==> config.mk <==
export PLATFORM = sky130hd
export DESIGN_NAME = dual_iir_phase_event_detector_unit
export DESIGN_NICKNAME = d
export VERILOG_FILES = /design/src/hdl/didpd_pkg.sv /design/src/hdl/didpd_sequencer.sv /design/src/hdl/didpd_datapath.sv /design/src/hdl/didpd_event_detect.sv /design/src/hdl/dual_iir_phase_event_detector_unit.sv
export SDC_FILE = /design/constraint.sdc
export NUM_CORES = 2
export LEC_CHECK = 0
export ABC_CLOCK_PERIOD_IN_PS = 24500
export BUFFER_PORTS_ARGS = -buffer_cell sky130_fd_sc_hd__buf_2
export CORE_UTILIZATION = 45
export CTS_CLUSTER_SIZE = 28
export DETAILED_ROUTE_END_ITERATION = 8
export GPL_TIMING_DRIVEN = 1
export PLACE_DENSITY = 0.63
export SLEW_MARGIN = 15
export SYNTH_ARGS = -nofsm -noshare
export SYNTH_HDL_FRONTEND = slang
export SYNTH_SLANG_ARGS = --single-unit
==> constraint.sdc <==
create_clock -name clk -period 24.5 [get_ports clk]
set_input_delay 2.45 -clock clk [delete_from_list [all_inputs] [get_ports clk]]
set_output_delay 2.45 -clock clk [all_outputs]
set_load 0.01 [all_outputs]
==> src/hdl/didpd_pkg.sv <==
// Shared types, constants and the microcode table of the dual IIR phase event detector.
package didpd_pkg;

  // Default datapath widths
  localparam int DEF_SAMPLE_WIDTH   = 16;
  localparam int DEF_OUTPUT_WIDTH   = 40;
  localparam int DEF_COEF_FRAC_BITS = 16;

  // Filter structure: five feedforward taps, four feedback taps
  localparam int FILTER_TAPS = 5;
  localparam int TAP_W       = 3;

  // Configuration registers
  localparam int REG_WIDTH     = 63;
  localparam int THRESH_WIDTH  = 39;
  localparam int NUM_COEF_REGS = 6;
  localparam int CFG_IDX_W     = 3;
  localparam logic [CFG_IDX_W-1:0] CFG_IDX_THRESH = 3'd6;
  localparam logic [CFG_IDX_W-1:0] AMP_REG_BASE   = 3'd3;

  // Event codes on the result channel
  localparam int EV_W = 3;
  localparam logic [EV_W-1:0] EV_NONE   = 3'd0;
  localparam logic [EV_W-1:0] EV_PEAK   = 3'd1;
  localparam logic [EV_W-1:0] EV_FALL   = 3'd2;
  localparam logic [EV_W-1:0] EV_TROUGH = 3'd3;
  localparam logic [EV_W-1:0] EV_RISE   = 3'd4;

  // Microcode addresses
  localparam int STEP_W = 5;
  localparam logic [STEP_W-1:0] ST_WAIT   = 5'd0;
  localparam logic [STEP_W-1:0] ST_FF0    = 5'd1;
  localparam logic [STEP_W-1:0] ST_FF1    = 5'd2;
  localparam logic [STEP_W-1:0] ST_FF2    = 5'd3;
  localparam logic [STEP_W-1:0] ST_FF3    = 5'd4;
  localparam logic [STEP_W-1:0] ST_FF4    = 5'd5;
  localparam logic [STEP_W-1:0] ST_HI1    = 5'd6;
  localparam logic [STEP_W-1:0] ST_HI2    = 5'd7;
  localparam logic [STEP_W-1:0] ST_HI3    = 5'd8;
  localparam logic [STEP_W-1:0] ST_HI4    = 5'd9;
  localparam logic [STEP_W-1:0] ST_LO1    = 5'd10;
  localparam logic [STEP_W-1:0] ST_LO2    = 5'd11;
  localparam logic [STEP_W-1:0] ST_LO3    = 5'd12;
  localparam logic [STEP_W-1:0] ST_LO4    = 5'd13;
  localparam logic [STEP_W-1:0] ST_DRAIN  = 5'd14;
  localparam logic [STEP_W-1:0] ST_STORE  = 5'd15;
  localparam logic [STEP_W-1:0] ST_FINISH = 5'd16;

  typedef enum logic [2:0] {
    UOP_WAIT,
    UOP_MUL_FF,
    UOP_MUL_HI,
    UOP_MUL_LO,
    UOP_NOP,
    UOP_STORE,
    UOP_FINISH
  } uop_t;

  typedef enum logic [1:0] {
    HOLD_NONE,
    HOLD_INPUT,
    HOLD_OUTPUT
  } hold_t;

  typedef enum logic [1:0] {
    BR_NEVER,
    BR_ALWAYS,
    BR_PHASE
  } branch_t;

  typedef enum logic {
    BAND_PHASE,
    BAND_AMP
  } band_t;

  typedef enum logic [2:0] {
    ACC_NONE,
    ACC_LOAD,
    ACC_ADD,
    ACC_SUB,
    ACC_SUB_SHR
  } acc_op_t;

  typedef enum logic [1:0] {
    PH_WAIT_PEAK,
    PH_WAIT_FALL,
    PH_WAIT_TROUGH,
    PH_WAIT_RISE
  } phase_step_t;

  // One control word
  typedef struct packed {
    uop_t               uop;
    logic               acc_load;
    logic [1:0]         creg;
    logic [1:0]         cfield;
    logic [TAP_W-1:0]   tap;
    hold_t              hold;
    branch_t            branch;
    logic [STEP_W-1:0]  target;
  } ucode_t;

  // Control handed from the sequencer to the datapath and detector
  typedef struct packed {
    uop_t             uop;
    logic             acc_load;
    logic [1:0]       creg;
    logic [1:0]       cfield;
    logic [TAP_W-1:0] tap;
    band_t            band;
    logic             go;
  } seq_ctl_t;

  function automatic ucode_t mk_word(input uop_t uop, input logic acc_load,
                                     input logic [1:0] creg, input logic [1:0] cfield,
                                     input logic [TAP_W-1:0] tap);
    ucode_t u;
    u.uop      = uop;
    u.acc_load = acc_load;
    u.creg     = creg;
    u.cfield   = cfield;
    u.tap      = tap;
    u.hold     = HOLD_NONE;
    u.branch   = BR_NEVER;
    u.target   = ST_WAIT;
    return u;
  endfunction

  // Program ROM: feedforward b0..b4, feedback high halves a1..a4, feedback
  // low halves a1..a4, drain, store (loops once for the amplitude band), finish.
  function automatic ucode_t ucode_fetch(input logic [STEP_W-1:0] step);
    ucode_t u;
    u = mk_word(UOP_NOP, 1'b0, 2'd0, 2'd0, 3'd0);
    case (step)
      ST_WAIT: begin
        u.uop  = UOP_WAIT;
        u.hold = HOLD_INPUT;
      end
      ST_FF0:   u = mk_word(UOP_MUL_FF, 1'b1, 2'd0, 2'd0, 3'd0);
      ST_FF1:   u = mk_word(UOP_MUL_FF, 1'b0, 2'd0, 2'd1, 3'd1);
      ST_FF2:   u = mk_word(UOP_MUL_FF, 1'b0, 2'd0, 2'd2, 3'd2);
      ST_FF3:   u = mk_word(UOP_MUL_FF, 1'b0, 2'd1, 2'd0, 3'd3);
      ST_FF4:   u = mk_word(UOP_MUL_FF, 1'b0, 2'd1, 2'd1, 3'd4);
      ST_HI1:   u = mk_word(UOP_MUL_HI, 1'b0, 2'd1, 2'd2, 3'd0);
      ST_HI2:   u = mk_word(UOP_MUL_HI, 1'b0, 2'd2, 2'd0, 3'd1);
      ST_HI3:   u = mk_word(UOP_MUL_HI, 1'b0, 2'd2, 2'd1, 3'd2);
      ST_HI4:   u = mk_word(UOP_MUL_HI, 1'b0, 2'd2, 2'd2, 3'd3);
      ST_LO1:   u = mk_word(UOP_MUL_LO, 1'b0, 2'd1, 2'd2, 3'd0);
      ST_LO2:   u = mk_word(UOP_MUL_LO, 1'b0, 2'd2, 2'd0, 3'd1);
      ST_LO3:   u = mk_word(UOP_MUL_LO, 1'b0, 2'd2, 2'd1, 3'd2);
      ST_LO4:   u = mk_word(UOP_MUL_LO, 1'b0, 2'd2, 2'd2, 3'd3);
      ST_DRAIN: u = mk_word(UOP_NOP, 1'b0, 2'd0, 2'd0, 3'd0);
      ST_STORE: begin
        u.uop    = UOP_STORE;
        u.branch = BR_PHASE;
        u.target = ST_FF0;
      end
      ST_FINISH: begin
        u.uop    = UOP_FINISH;
        u.hold   = HOLD_OUTPUT;
        u.branch = BR_ALWAYS;
        u.target = ST_WAIT;
      end
      default: begin
        u.branch = BR_ALWAYS;
        u.target = ST_WAIT;
      end
    endcase
    return u;
  endfunction

endpackage

==> src/hdl/didpd_sequencer.sv <==
// Microcode sequencer: step counter, program ROM, holds and conditional jumps.
module didpd_sequencer
  import didpd_pkg::*;
(
  input  logic     clk,
  input  logic     rst_n,
  input  logic     in_valid,
  output logic     in_ready,
  input  logic     out_busy,
  output seq_ctl_t ctl
);

  logic [STEP_W-1:0] step_r, step_nxt;
  band_t             band_r, band_nxt;
  ucode_t            word;
  logic              stall;
  logic              go;

  assign word = ucode_fetch(step_r);

  // Hold on the wait step until a beat arrives, on finish until the output is free
  always_comb begin
    stall = 1'b0;
    case (word.hold)
      HOLD_INPUT:  stall = !in_valid;
      HOLD_OUTPUT: stall = out_busy;
      default:     stall = 1'b0;
    endcase
  end

  assign go       = !stall;
  assign in_ready = (word.hold == HOLD_INPUT);

  // Next step and band select
  always_comb begin
    step_nxt = step_r;
    band_nxt = band_r;
    if (go) begin
      step_nxt = step_r + 1'b1;
      unique case (word.branch)
        BR_ALWAYS: step_nxt = word.target;
        BR_PHASE: begin
          if (band_r == BAND_PHASE) begin
            step_nxt = word.target;
            band_nxt = BAND_AMP;
          end
        end
        default: step_nxt = step_r + 1'b1;
      endcase
      if (word.uop == UOP_WAIT) begin
        band_nxt = BAND_PHASE;
      end
    end
  end

  always_ff @(posedge clk) begin
    if (!rst_n) begin
      step_r <= ST_WAIT;
      band_r <= BAND_PHASE;
    end else begin
      step_r <= step_nxt;
      band_r <= band_nxt;
    end
  end

  always_comb begin
    ctl.uop      = word.uop;
    ctl.acc_load = word.acc_load;
    ctl.creg     = word.creg;
    ctl.cfield   = word.cfield;
    ctl.tap      = word.tap;
    ctl.band     = band_r;
    ctl.go       = go;
  end

endmodule

==> src/hdl/didpd_datapath.sv <==
// Filter datapath: histories, coefficient select, shared multiplier and accumulator.
module didpd_datapath
  import didpd_pkg::*;
#(
  parameter int SAMPLE_WIDTH   = DEF_SAMPLE_WIDTH,
  parameter int OUTPUT_WIDTH   = DEF_OUTPUT_WIDTH,
  parameter int COEF_FRAC_BITS = DEF_COEF_FRAC_BITS
) (
  input  logic                           clk,
  input  logic                           rst_n,
  input  seq_ctl_t                       ctl,
  input  logic signed [SAMPLE_WIDTH-1:0] in_sample,
  input  logic [REG_WIDTH-1:0]           coef_regs [NUM_COEF_REGS],
  output logic signed [OUTPUT_WIDTH-1:0] pc,
  output logic signed [OUTPUT_WIDTH-1:0] p1,
  output logic signed [OUTPUT_WIDTH-1:0] p2,
  output logic signed [OUTPUT_WIDTH-1:0] ac,
  output logic signed [OUTPUT_WIDTH-1:0] a1,
  output logic signed [OUTPUT_WIDTH-1:0] a2
);

  localparam int SW  = SAMPLE_WIDTH;
  localparam int OW  = OUTPUT_WIDTH;
  localparam int FB  = COEF_FRAC_BITS;
  localparam int CW  = COEF_FRAC_BITS + 5;
  localparam int CX  = (3 * CW > REG_WIDTH) ? 3 * CW : REG_WIDTH;
  localparam int HW  = OW - FB;
  localparam int MB0 = (SW > HW) ? SW : HW;
  localparam int MB  = (MB0 > FB + 1) ? MB0 : FB + 1;
  localparam int PW  = CW + MB;
  localparam int AW  = PW + 5;
  localparam int YD  = FILTER_TAPS - 1;

  logic signed [SW-1:0] x_hist_r [FILTER_TAPS];
  logic signed [OW-1:0] yph_r [YD];
  logic signed [OW-1:0] yam_r [YD];
  logic signed [OW-1:0] pc_r, ac_r;
  logic signed [PW-1:0] prod_r, prod_nxt;
  acc_op_t              acc_op_r, acc_op_nxt;
  logic signed [AW-1:0] acc_r, acc_nxt;

  logic [CFG_IDX_W-1:0] reg_idx;
  logic [CX-1:0]        reg_ext;
  logic signed [CW-1:0] coef;
  logic signed [OW-1:0] y_sel;
  logic signed [MB-1:0] opb;
  logic                 take_in, store, finish;
  logic [AW-OW:0]       acc_top;
  logic signed [OW-1:0] sat;

  assign take_in = ctl.go && (ctl.uop == UOP_WAIT);
  assign store   = ctl.go && (ctl.uop == UOP_STORE);
  assign finish  = ctl.go && (ctl.uop == UOP_FINISH);

  // Coefficient pick from the packed registers of the current band
  assign reg_idx = CFG_IDX_W'(ctl.creg) + ((ctl.band == BAND_AMP) ? AMP_REG_BASE : '0);
  assign reg_ext = CX'(coef_regs[reg_idx]);

  always_comb begin
    case (ctl.cfield)
      2'd0:    coef = reg_ext[0 +: CW];
      2'd1:    coef = reg_ext[CW +: CW];
      default: coef = reg_ext[2 * CW +: CW];
    endcase
  end

  // Multiplier operand: a sample, or the high or low half of a past output
  assign y_sel = (ctl.band == BAND_AMP) ? yam_r[ctl.tap[1:0]] : yph_r[ctl.tap[1:0]];

  always_comb begin
    acc_op_nxt = ACC_NONE;
    opb        = MB'(x_hist_r[ctl.tap]);
    case (ctl.uop)
      UOP_MUL_FF: begin
        opb        = MB'(x_hist_r[ctl.tap]);
        acc_op_nxt = ctl.acc_load ? ACC_LOAD : ACC_ADD;
      end
      UOP_MUL_HI: begin
        opb        = MB'(y_sel >>> FB);
        acc_op_nxt = ACC_SUB;
      end
      UOP_MUL_LO: begin
        opb        = MB'({1'b0, y_sel[FB-1:0]});
        acc_op_nxt = ACC_SUB_SHR;
      end
      default: acc_op_nxt = ACC_NONE;
    endcase
  end

  assign prod_nxt = coef * opb;

  // Accumulate the registered product
  always_comb begin
    case (acc_op_r)
      ACC_LOAD:    acc_nxt = AW'(prod_r);
      ACC_ADD:     acc_nxt = acc_r + AW'(prod_r);
      ACC_SUB:     acc_nxt = acc_r - AW'(prod_r);
      ACC_SUB_SHR: acc_nxt = acc_r - AW'(prod_r >>> FB);
      default:     acc_nxt = acc_r;
    endcase
  end

  // Saturate to the signed output range
  assign acc_top = acc_r[AW-1:OW-1];
  always_comb begin
    if ((&acc_top) || !(|acc_top)) begin
      sat = acc_r[OW-1:0];
    end else if (acc_r[AW-1]) begin
      sat = {1'b1, {(OW-1){1'b0}}};
    end else begin
      sat = {1'b0, {(OW-1){1'b1}}};
    end
  end

  // Multiplier and accumulator registers
  always_ff @(posedge clk) begin
    if (!rst_n) begin
      acc_op_r <= ACC_NONE;
    end else begin
      acc_op_r <= acc_op_nxt;
    end
  end

  always_ff @(posedge clk) begin
    prod_r <= prod_nxt;
    acc_r  <= acc_nxt;
    if (store) begin
      if (ctl.band == BAND_PHASE) begin
        pc_r <= sat;
      end else begin
        ac_r <= sat;
      end
    end
  end

  // Sample and output histories, newest at index 0
  always_ff @(posedge clk) begin
    if (!rst_n) begin
      for (int i = 0; i < FILTER_TAPS; i++) begin
        x_hist_r[i] <= '0;
      end
      for (int i = 0; i < YD; i++) begin
        yph_r[i] <= '0;
        yam_r[i] <= '0;
      end
    end else begin
      if (take_in) begin
        x_hist_r[0] <= in_sample;
        for (int i = 1; i < FILTER_TAPS; i++) begin
          x_hist_r[i] <= x_hist_r[i-1];
        end
      end
      if (finish) begin
        yph_r[0] <= pc_r;
        yam_r[0] <= ac_r;
        for (int i = 1; i < YD; i++) begin
          yph_r[i] <= yph_r[i-1];
          yam_r[i] <= yam_r[i-1];
        end
      end
    end
  end

  assign pc = pc_r;
  assign p1 = yph_r[0];
  assign p2 = yph_r[1];
  assign ac = ac_r;
  assign a1 = yam_r[0];
  assign a2 = yam_r[1];

endmodule

==> src/hdl/didpd_event_detect.sv <==
// Extremum and zero-crossing detection, held amplitude, phase cycle and result register.
module didpd_event_detect
  import didpd_pkg::*;
#(
  parameter int OUTPUT_WIDTH = DEF_OUTPUT_WIDTH
) (
  input  logic                           clk,
  input  logic                           rst_n,
  input  seq_ctl_t                       ctl,
  input  logic [THRESH_WIDTH-1:0]        threshold,
  input  logic signed [OUTPUT_WIDTH-1:0] pc,
  input  logic signed [OUTPUT_WIDTH-1:0] p1,
  input  logic signed [OUTPUT_WIDTH-1:0] p2,
  input  logic signed [OUTPUT_WIDTH-1:0] ac,
  input  logic signed [OUTPUT_WIDTH-1:0] a1,
  input  logic signed [OUTPUT_WIDTH-1:0] a2,
  input  logic                           out_ready,
  output logic                           out_valid,
  output logic [OUTPUT_WIDTH-1:0]        out_held_amplitude_out,
  output logic [EV_W-1:0]                out_event_res,
  output logic                           out_busy
);

  localparam int OW = OUTPUT_WIDTH;
  localparam int XW = ((OW > THRESH_WIDTH) ? OW : THRESH_WIDTH + 1) + 1;

  phase_step_t          step_r, step_nxt;
  logic [OW-1:0]        held_r, held_nxt;
  logic [EV_W-1:0]      ev_r, ev_nxt;
  logic                 out_valid_r;
  logic                 fire;

  logic signed [XW-1:0] thx, nthx, heldx;
  logic signed [XW-1:0] pcx, p1x, p2x, acx, a1x, a2x;
  logic                 held_ok;

  assign fire = ctl.go && (ctl.uop == UOP_FINISH);

  // Compare everything in one widened signed domain
  assign thx   = XW'(threshold);
  assign nthx  = -thx;
  assign pcx   = XW'(pc);
  assign p1x   = XW'(p1);
  assign p2x   = XW'(p2);
  assign acx   = XW'(ac);
  assign a1x   = XW'(a1);
  assign a2x   = XW'(a2);

  // Amplitude band: local max above +th or local min below -th
  always_comb begin
    held_nxt = held_r;
    if ((a1x > a2x) && (a1x > acx) && (a1x > thx)) begin
      held_nxt = a1;
    end else if ((a1x < a2x) && (a1x < acx) && (a1x < nthx)) begin
      held_nxt = -a1;
    end
  end

  assign heldx   = XW'(held_nxt);
  assign held_ok = (heldx > thx);

  // Phase cycle: peak, falling zero, trough, rising zero
  always_comb begin
    step_nxt = step_r;
    ev_nxt   = EV_NONE;
    unique case (step_r)
      PH_WAIT_PEAK: begin
        if ((p1x > p2x) && (p1x > pcx) && held_ok) begin
          step_nxt = PH_WAIT_FALL;
          ev_nxt   = EV_PEAK;
        end
      end
      PH_WAIT_FALL: begin
        if (pc[OW-1] && !p1[OW-1] && (|p1)) begin
          step_nxt = PH_WAIT_TROUGH;
          ev_nxt   = EV_FALL;
        end
      end
      PH_WAIT_TROUGH: begin
        if ((p1x < p2x) && (p1x < pcx) && held_ok) begin
          step_nxt = PH_WAIT_RISE;
          ev_nxt   = EV_TROUGH;
        end
      end
      PH_WAIT_RISE: begin
        if (!pc[OW-1] && (|pc) && p1[OW-1]) begin
          step_nxt = PH_WAIT_PEAK;
          ev_nxt   = EV_RISE;
        end
      end
      default: begin
        step_nxt = PH_WAIT_PEAK;
        ev_nxt   = EV_NONE;
      end
    endcase
  end

  // State and result register
  always_ff @(posedge clk) begin
    if (!rst_n) begin
      step_r      <= PH_WAIT_PEAK;
      held_r      <= '0;
      out_valid_r <= 1'b0;
    end else begin
      if (fire) begin
        step_r      <= step_nxt;
        held_r      <= held_nxt;
        out_valid_r <= 1'b1;
      end else if (out_ready) begin
        out_valid_r <= 1'b0;
      end
    end
  end

  always_ff @(posedge clk) begin
    if (fire) begin
      ev_r <= ev_nxt;
    end
  end

  assign out_valid              = out_valid_r;
  assign out_held_amplitude_out = held_r;
  assign out_event_res          = ev_r;
  assign out_busy               = out_valid_r && !out_ready;

endmodule

==> src/hdl/dual_iir_phase_event_detector_unit.sv <==
// Top level of the dual IIR phase event detector: configuration registers and block wiring.
//
// Each accepted sample runs through a phase-band and an amplitude-band IIR filter
// (b0..b4, a1..a4, signed Q5.16 coefficients, saturating Q24.16 outputs) that share
// one sample history; every sample gives exactly one result beat carrying the held
// amplitude and the phase event (none, peak, falling zero, trough, rising zero).
// A sample is accepted only once the previous one has finished all of its steps: one shared
// multiplier, driven by a microcoded step sequence, does 13 products per band (five
// feedforward terms and the high and low halves of four feedback terms) for both bands in
// turn. The result is registered at the finish step. A new sample is taken while the
// previous result still waits on the output register.
// Coefficient registers 0..5 and the threshold (register 6) reset to zero and
// should be written while the block is idle; writes to index 7 are ignored.
module dual_iir_phase_event_detector_unit
  import didpd_pkg::*;
#(
  parameter int SAMPLE_WIDTH   = DEF_SAMPLE_WIDTH,
  parameter int OUTPUT_WIDTH   = DEF_OUTPUT_WIDTH,
  parameter int COEF_FRAC_BITS = DEF_COEF_FRAC_BITS
) (
  input  logic                           clk,
  input  logic                           rst_n,
  input  logic                           in_valid,
  output logic                           in_ready,
  input  logic signed [SAMPLE_WIDTH-1:0] in_sample,
  output logic                           out_valid,
  input  logic                           out_ready,
  output logic [OUTPUT_WIDTH-1:0]        out_held_amplitude_out,
  output logic [EV_W-1:0]                out_event_res,
  input  logic                           cfg_valid,
  output logic                           cfg_ready,
  input  logic [CFG_IDX_W-1:0]           cfg_index,
  input  logic [REG_WIDTH-1:0]           cfg_data
);

  logic [REG_WIDTH-1:0]    coef_r [NUM_COEF_REGS];
  logic [THRESH_WIDTH-1:0] thresh_r;

  seq_ctl_t                       ctl;
  logic                           out_busy;
  logic signed [OUTPUT_WIDTH-1:0] pc, p1, p2, ac, a1, a2;

  // Configuration writes are always taken
  assign cfg_ready = 1'b1;

  always_ff @(posedge clk) begin
    if (!rst_n) begin
      for (int i = 0; i < NUM_COEF_REGS; i++) begin
        coef_r[i] <= '0;
      end
      thresh_r <= '0;
    end else if (cfg_valid) begin
      if (cfg_index < CFG_IDX_THRESH) begin
        coef_r[cfg_index] <= cfg_data;
      end else if (cfg_index == CFG_IDX_THRESH) begin
        thresh_r <= cfg_data[THRESH_WIDTH-1:0];
      end
    end
  end

  didpd_sequencer u_seq (
    .clk      (clk),
    .rst_n    (rst_n),
    .in_valid (in_valid),
    .in_ready (in_ready),
    .out_busy (out_busy),
    .ctl      (ctl)
  );

  didpd_datapath #(
    .SAMPLE_WIDTH   (SAMPLE_WIDTH),
    .OUTPUT_WIDTH   (OUTPUT_WIDTH),
    .COEF_FRAC_BITS (COEF_FRAC_BITS)
  ) u_dp (
    .clk       (clk),
    .rst_n     (rst_n),
    .ctl       (ctl),
    .in_sample (in_sample),
    .coef_regs (coef_r),
    .pc        (pc),
    .p1        (p1),
    .p2        (p2),
    .ac        (ac),
    .a1        (a1),
    .a2        (a2)
  );

  didpd_event_detect #(
    .OUTPUT_WIDTH (OUTPUT_WIDTH)
  ) u_det (
    .clk                    (clk),
    .rst_n                  (rst_n),
    .ctl                    (ctl),
    .threshold              (thresh_r),
    .pc                     (pc),
    .p1                     (p1),
    .p2                     (p2),
    .ac                     (ac),
    .a1                     (a1),
    .a2                     (a2),
    .out_ready              (out_ready),
    .out_valid              (out_valid),
    .out_held_amplitude_out (out_held_amplitude_out),
    .out_event_res          (out_event_res),
    .out_busy               (out_busy)
  );

endmodule
# [After elaboration in Yosys (flattened, before gate mapping)]
# Memory sizes are Yosys's and may differ from the RTL's.
# Index checks and enable logic that the tools add are counted.
[totals] reg_bits=647 mem_bits_rw=400 input_bits=87 out_inout_bits=46 wordCells=207 mem_count=3
[memory_table] name="u_dp.yam_r" depth=4 word_bits=40 read_ports=4 rd_ports_with_merged_regs=0 wr=4 line_no="didpd_datapath.sv:36" source="logic signed [OW-1:0] yam_r [YD];"
[memory_table] name="u_dp.yph_r" depth=4 word_bits=40 read_ports=4 rd_ports_with_merged_regs=0 wr=4 line_no="didpd_datapath.sv:35" source="logic signed [OW-1:0] yph_r [YD];"
[memory_table] name="u_dp.x_hist_r" depth=5 word_bits=16 read_ports=5 rd_ports_with_merged_regs=0 wr=5 line_no="didpd_datapath.sv:34" source="logic signed [SW-1:0] x_hist_r [FILTER_TAPS];"
[classes] addsub=7 mul=1 magnitude_cmp=15 n_eq_ne=38 muxes=58 bitwise_logic=18 reduce_logical=49
[op_table] operator="2-to-1 mux 40 bit" n=13
[op_table] operator="bitwise mux 378 bit" n=1
[op_table] operator="greater-than comparator 40 bit" n=5
[op_table] operator="one-hot mux 50 bit (4 select lines)" n=1
[op_table] operator="binary-select mux 63 bit (select 3 bit)" n=1
[op_table] operator="demux 63 bit (select 3 bit)" n=1
[op_table] operator="2-to-1 mux 63 bit" n=3
[op_table] operator="< comparator 40 bit" n=4
[op_table] operator="2-to-1 mux 16 bit" n=5
[op_table] operator="OR reduction 40 bit" n=2
[op_table] operator="one-hot mux 8 bit (9 select lines)" n=1
[op_table] operator="adder 50 x 45 -> 50 bit" n=1
[op_table] operator="subtractor 50 x 29 -> 50 bit" n=1
[op_table] operator="subtractor 50 x 45 -> 50 bit" n=1
[op_table] operator="one-hot mux 24 bit (2 select lines)" n=1
[op_table] operator="multiplier 21 x 24 -> 45 bit" n=1
[op_table] operator="one-hot mux 21 bit (2 select lines)" n=1
[op_table] operator="< comparator 40 x 41 -> 1 bit" n=1
[op_table] operator="negator 39 -> 41 bit" n=1
[op_table] operator="== test 5 x 4 -> 1 bit, second input constant" n=8
[op_table] operator="greater-than comparator 40 x 39 -> 1 bit" n=1
[op_table] operator="negator 40 bit" n=1
[op_table] operator="== test 5 x 3 -> 1 bit, second input constant" n=4
[op_table] operator="one-hot mux 3 bit (6 select lines)" n=1
[op_table] operator="other kinds (45)" n=126

# [Logic depth before layout (Yosys ltp)]
[depth] word_depth=10 ltp_mapped=44

# [Cells and area by module]
# A second synthesis with hierarchy kept.
[unflattened] cells_unflattened=7540 area_unflattened_um2=76158.0
[by_module_without_submodules] module="didpd_datapath" instances=1 cells_per_inst=4520 area_each_um2=49212.2
[by_module_without_submodules] module="dual_iir_phase_event_detector_unit" instances=1 cells_per_inst=1422 area_each_um2=15189.6
[by_module_without_submodules] module="didpd_event_detect" instances=1 cells_per_inst=1500 area_each_um2=11043.1
[by_module_without_submodules] module="didpd_sequencer" instances=1 cells_per_inst=98 area_each_um2=713.2

# [Worst setup path after synthesis]
# OpenSTA, ideal clock, no wires.
[synth_timing] kind="register to register" from="register u_seq.step_r[2]" to="register u_dp.prod_r[41]" setup_time_ps=73 t_arrival_ps=10662 t_required_ps=24427 setup_slack_ps=13766 stages_incl_launch_ff=37 n_path_buf=6 period_less_slack_ps=10734 path_cell_list="dfxtp_1 clkbuf_1 clkbuf_1 o311ai_0 a21oi_1 ha_1 inv_1 fa_1 buf_2 buf_2 buf_1 mux4_2 nor2_1 a2111oi_0 clkbuf_1 nand2_1 fa_1 inv_1 fa_1 fa_1 fa_1 fa_1 fa_1 inv_1 fa_1 inv_1 ha_1 a21o_1 a21o_1 a21o_1 a21o_1 a21o_1 a21o_1 a221oi_1 o21ai_0 a41oi_1 xnor2_1"
[synth_between] elab_chain_cells=10 elab_cells_between_ends=41 cone_classes="1 x add/sub; 1 x mul; 18 x eq/ne; 8 x mux; 1 x bitwise; 9 x reduce/logical; 3 x memory"
[synth_lines] item="start: declaration" line_no="didpd_sequencer.sv:13" source="logic [STEP_W-1:0] step_r, step_nxt;"
[synth_lines] item="start signal: assignment" line_no="didpd_sequencer.sv:61" source="step_r <= step_nxt;"
[synth_lines] item="== test 5 x 4 -> 1 bit / == test 5 x 3 -> 1 bit (equally long branches)" line_no="didpd_pkg.sv:134" source="case (step)"
[synth_lines] item="OR reduction 2 bit (no source line)"
[synth_lines] item="one-hot mux 8 bit (9 select lines)" line_no="didpd_pkg.sv:134"
[synth_lines] item="adder 2 x 3 -> 3 bit" line_no="didpd_datapath.sv:56" source="assign reg_idx = CFG_IDX_W'(ctl.creg) + ((ctl.band == BAND_AMP) ? AMP_REG_BASE : '0);"
[synth_lines] item="inverter 3 -> 4 bit (not written as such)" line_no="didpd_datapath.sv:57" source="assign reg_ext = CX'(coef_regs[reg_idx]);"
[synth_lines] item="binary-select mux 63 bit (select 3 bit)" line_no="didpd_datapath.sv:57"
[synth_lines] item="2-to-1 mux 63 bit (not written as such) (2 in series)" line_no="didpd_datapath.sv:57"
[synth_lines] item="one-hot mux 21 bit (2 select lines)" line_no="didpd_datapath.sv:60" source="case (ctl.cfield)"
[synth_lines] item="multiplier 21 x 24 -> 45 bit *" line_no="didpd_datapath.sv:90" source="assign prod_nxt = coef * opb;"
[synth_lines] item="via u_dp.prod_nxt[41]" line_no="didpd_datapath.sv:38" source="logic signed [PW-1:0] prod_r, prod_nxt;"
[synth_lines] item="end signal: assignment" line_no="didpd_datapath.sv:125" source="prod_r <= prod_nxt;"
[synth_lines] item="end: declaration" line_no="didpd_datapath.sv:38"
# The timed path passes the listed nets; every way through them passes the cells marked *. The select of a mux whose other input is x is not followed.
# A chain may end at the register's enable or synchronous reset.

# [Final worst setup path]
[layout_timing] from="register u_seq.step_r[0]" to="register u_dp.prod_r[41]"
# The elaborated chain is that of the path after synthesis.

==> out/metrics.cfg <==
[cts]
clk_path_buf_depth = 3
cts_root_buffer = clkbuf_16
post_cts_buffers = 0
htreeDepth = 3
clk_pin_slew_ns = 0.06
cts_sinks = 1047
cts_made_buffers = 112
cts_tree = yes
clk_latency_ns = 0.75
cts_hold_buf = 0
post_cts_resized = 0

[setup_path]
critPathArrivalTime_ns = 12.63
reg2reg_depth = 37
slowest_delay_ns = 1.15
path_max_fanout = 43
cp-start-kind = flop
end_kind = flop
cp_slowest_cell = fa_4
cp_data_required_time_ns = 25.12
path_class = flop to flop

[sta]
fin_ws_ns = 12.49
tightestPinTransition_ns = 1.12
max_clock_freq_mhz = 83.3
min_period_ns = 12.01
finalSetupTns_ns = 0
period_share_pct = 49.0
slew_headroom_pct = 23.9
rsz0062_at_grt = false
hold_violations = 0
skew_ns = 0.0659
slew_violations = 0
setup_viol_count_final = 0

[global_routing]
grt_pass1_vias = 58600
grt_max_degree = 204
grt_usage_pct = 26.9
grt.overflow.total = 0
grt_pass1_wl_um = 353000
antenna_found_initial = 8

[yosys]
synth_edf_count = 533
ys_ff_latch = 1047
synth_nets = 9340
seq_area_frac_synth_pct = 35.0
async_flop_share_pct = 0
yosysMostFrequentCell = nand2_1
yosysTopAreaCell = edfxtp_1
yosys-top-cells-count = nand2_1, inv_1, a21oi_1
netlist_top_cells_area = edfxtp_1, fa_1, dfxtp_1
synth_area_per_cell_um2 = 9.09
synth.top_cell.area_share_pct = 21.3
syn-instance-count = 8276
syn_area_um2 = 75200
yosysUniqueCellTypes = 89
synth_ff_type = edfxtp_1
ys_warn_count = 0

[detailed_routing]
dr.pass1.iters = 8
drt_iter0_markers = 5760
avgRoutedWirePerCell_um = 22.0
drcViolationCount = 0
wl_um = 230000
num_vias = 59900
antenna_left = 0
viasPerCell = 5.74

[place]
dpl_worst_slack_ns = 12.37
port_buffers = 131
place_congestion = 0.931
hpwl_um = 162000

[die]
ios = 133
dieHeight_um = 411
dieArea_um2 = 169000
rows = 149
start_util_pct = 45.4
die_w_um = 411
coreArea_um2 = 166000

[run]
drv_cap = 0

[hold_path]
holdCritPathClass = flop to flop
holdPathStages = 2

[layout]
layout-drive-gt1-share_pct = 7.64
nFillCells = 15400
area_delta_synth_final_pct = 8.63
nets = 9230

[status]
status = complete, no violations

[worst max-delay path: cells and delay by family (launching register included)]
| kind | cells | cell delay (ns) |
|---|---|---|
| AO/OA/AOI/OAI | 11 | 3.08 |
| XOR/XNOR | 1 | 0.13 |
| adder cells (fa/ha/maj) | 11 | 5.73 |
| buffers and inverters | 9 | 1.64 |
| flip-flops | 1 | 0.35 |
| multiplexers | 1 | 0.37 |
| AND/OR/NAND/NOR | 4 | 0.55 |
[flip-flops by register name, summed over array words and instances (netlist names), 5 cells and up]
signal and flops:
coef_r 378, thresh_r 39, u_det.out_held_amplitude_out 40, u_dp.ac 40, u_dp.acc_r 50, u_dp.pc 40, u_dp.prod_r 45, u_dp.x_hist_r 80
u_dp.yam_r 160, u_dp.yph_r 160, u_seq.step_r 5
[placed cells by master, fill, tap and decap left out, drive strengths merged, types with 19 or more instances in the layout]
cell type and count:
mux4 92, o21bai 20, and2 162, mux2i 161
o211ai 24, buf 244, a21o 138, a311oi 24
clkinv 44, a31oi 62, dfxtp 514, a211oi 94
o21ai 224, clkbuf 144, ha 458, nor3 65
edfxtp 533, a21oi 762, inv 926, o22ai 23
or3 28, fa 519, a2111oi 19, and3 174
nor4 52, xor2 46, nand2b 72, or2 39
o21a 25, xnor2 103, o31ai 26, nand4 51
nor2b 129, nor2 545, nand3 96, nand2 1436
[worst paths after layout]
check | from | end | slack (ns)
max reg2reg | u_seq.step_r[0] | u_dp.prod_r[41] | 12.49
min | coef_r[155] | coef_r[155] | 0.45
max | u_seq.step_r[0] | u_dp.prod_r[41] | 12.49
min reg2reg | coef_r[155] | coef_r[155] | 0.45
[area by class of cell]
cell class                      count  area [µm²]  share of cell area, %
Antenna cell                        5        12.5                 0.0153
Clock buffer                      144        3060                   3.74
Clock inverter                     54         533                  0.652
Inverter                          925        3490                   4.27
Multi-Input combinational cell   5836       44000                   53.9
Sequential cell                  1047       26300                   32.2
Tap cell                         2189        2740                   3.35
Timing Repair Buffer              244        1560                   1.91
[logic make-up (layout without fill, tap and decap cells)]
family / count (synthesis) / count (layout) / synth area share [%]
AOI/OAI and AO/OA: 1547 / 1547 / 12.4
xor gates and xnor gates: 149 / 149 / 1.73
adders and majority gates: 977 / 977 / 21.4
buffers and inverters: 1393 / 1367 / 7.00
DFF: 1047 / 1047 / 35.0
muxes: 257 / 257 / 4.96
other: 1 / 6 / 0.00498
and+or+nand+nor: 2905 / 2905 / 17.6
[through the flow]
step                util [%]  hold slack, ns  instance area, µm²  cells
CTS                     49.3           0.452               81700  10400
global placement        47.2           0.438               78100  10200
finish                  49.4           0.452               81700  10400
global route            49.4           0.467               81700  10400
detailed placement      47.2           0.443               78100  10200
floorplan                  -           0.433               75200   8276
[metal layers]
layer / wire length, µm / track usage (%)
met5: 27 / 0
met4: 7840 / 8.69
met3: 16000 / 3.33
met2: 105000 / 42.8
met1: 101000 / 38.1
Power is left out: the tool's default activity adds up to more than one toggle a clock period on the data nets, which glitch-free logic cannot reach.
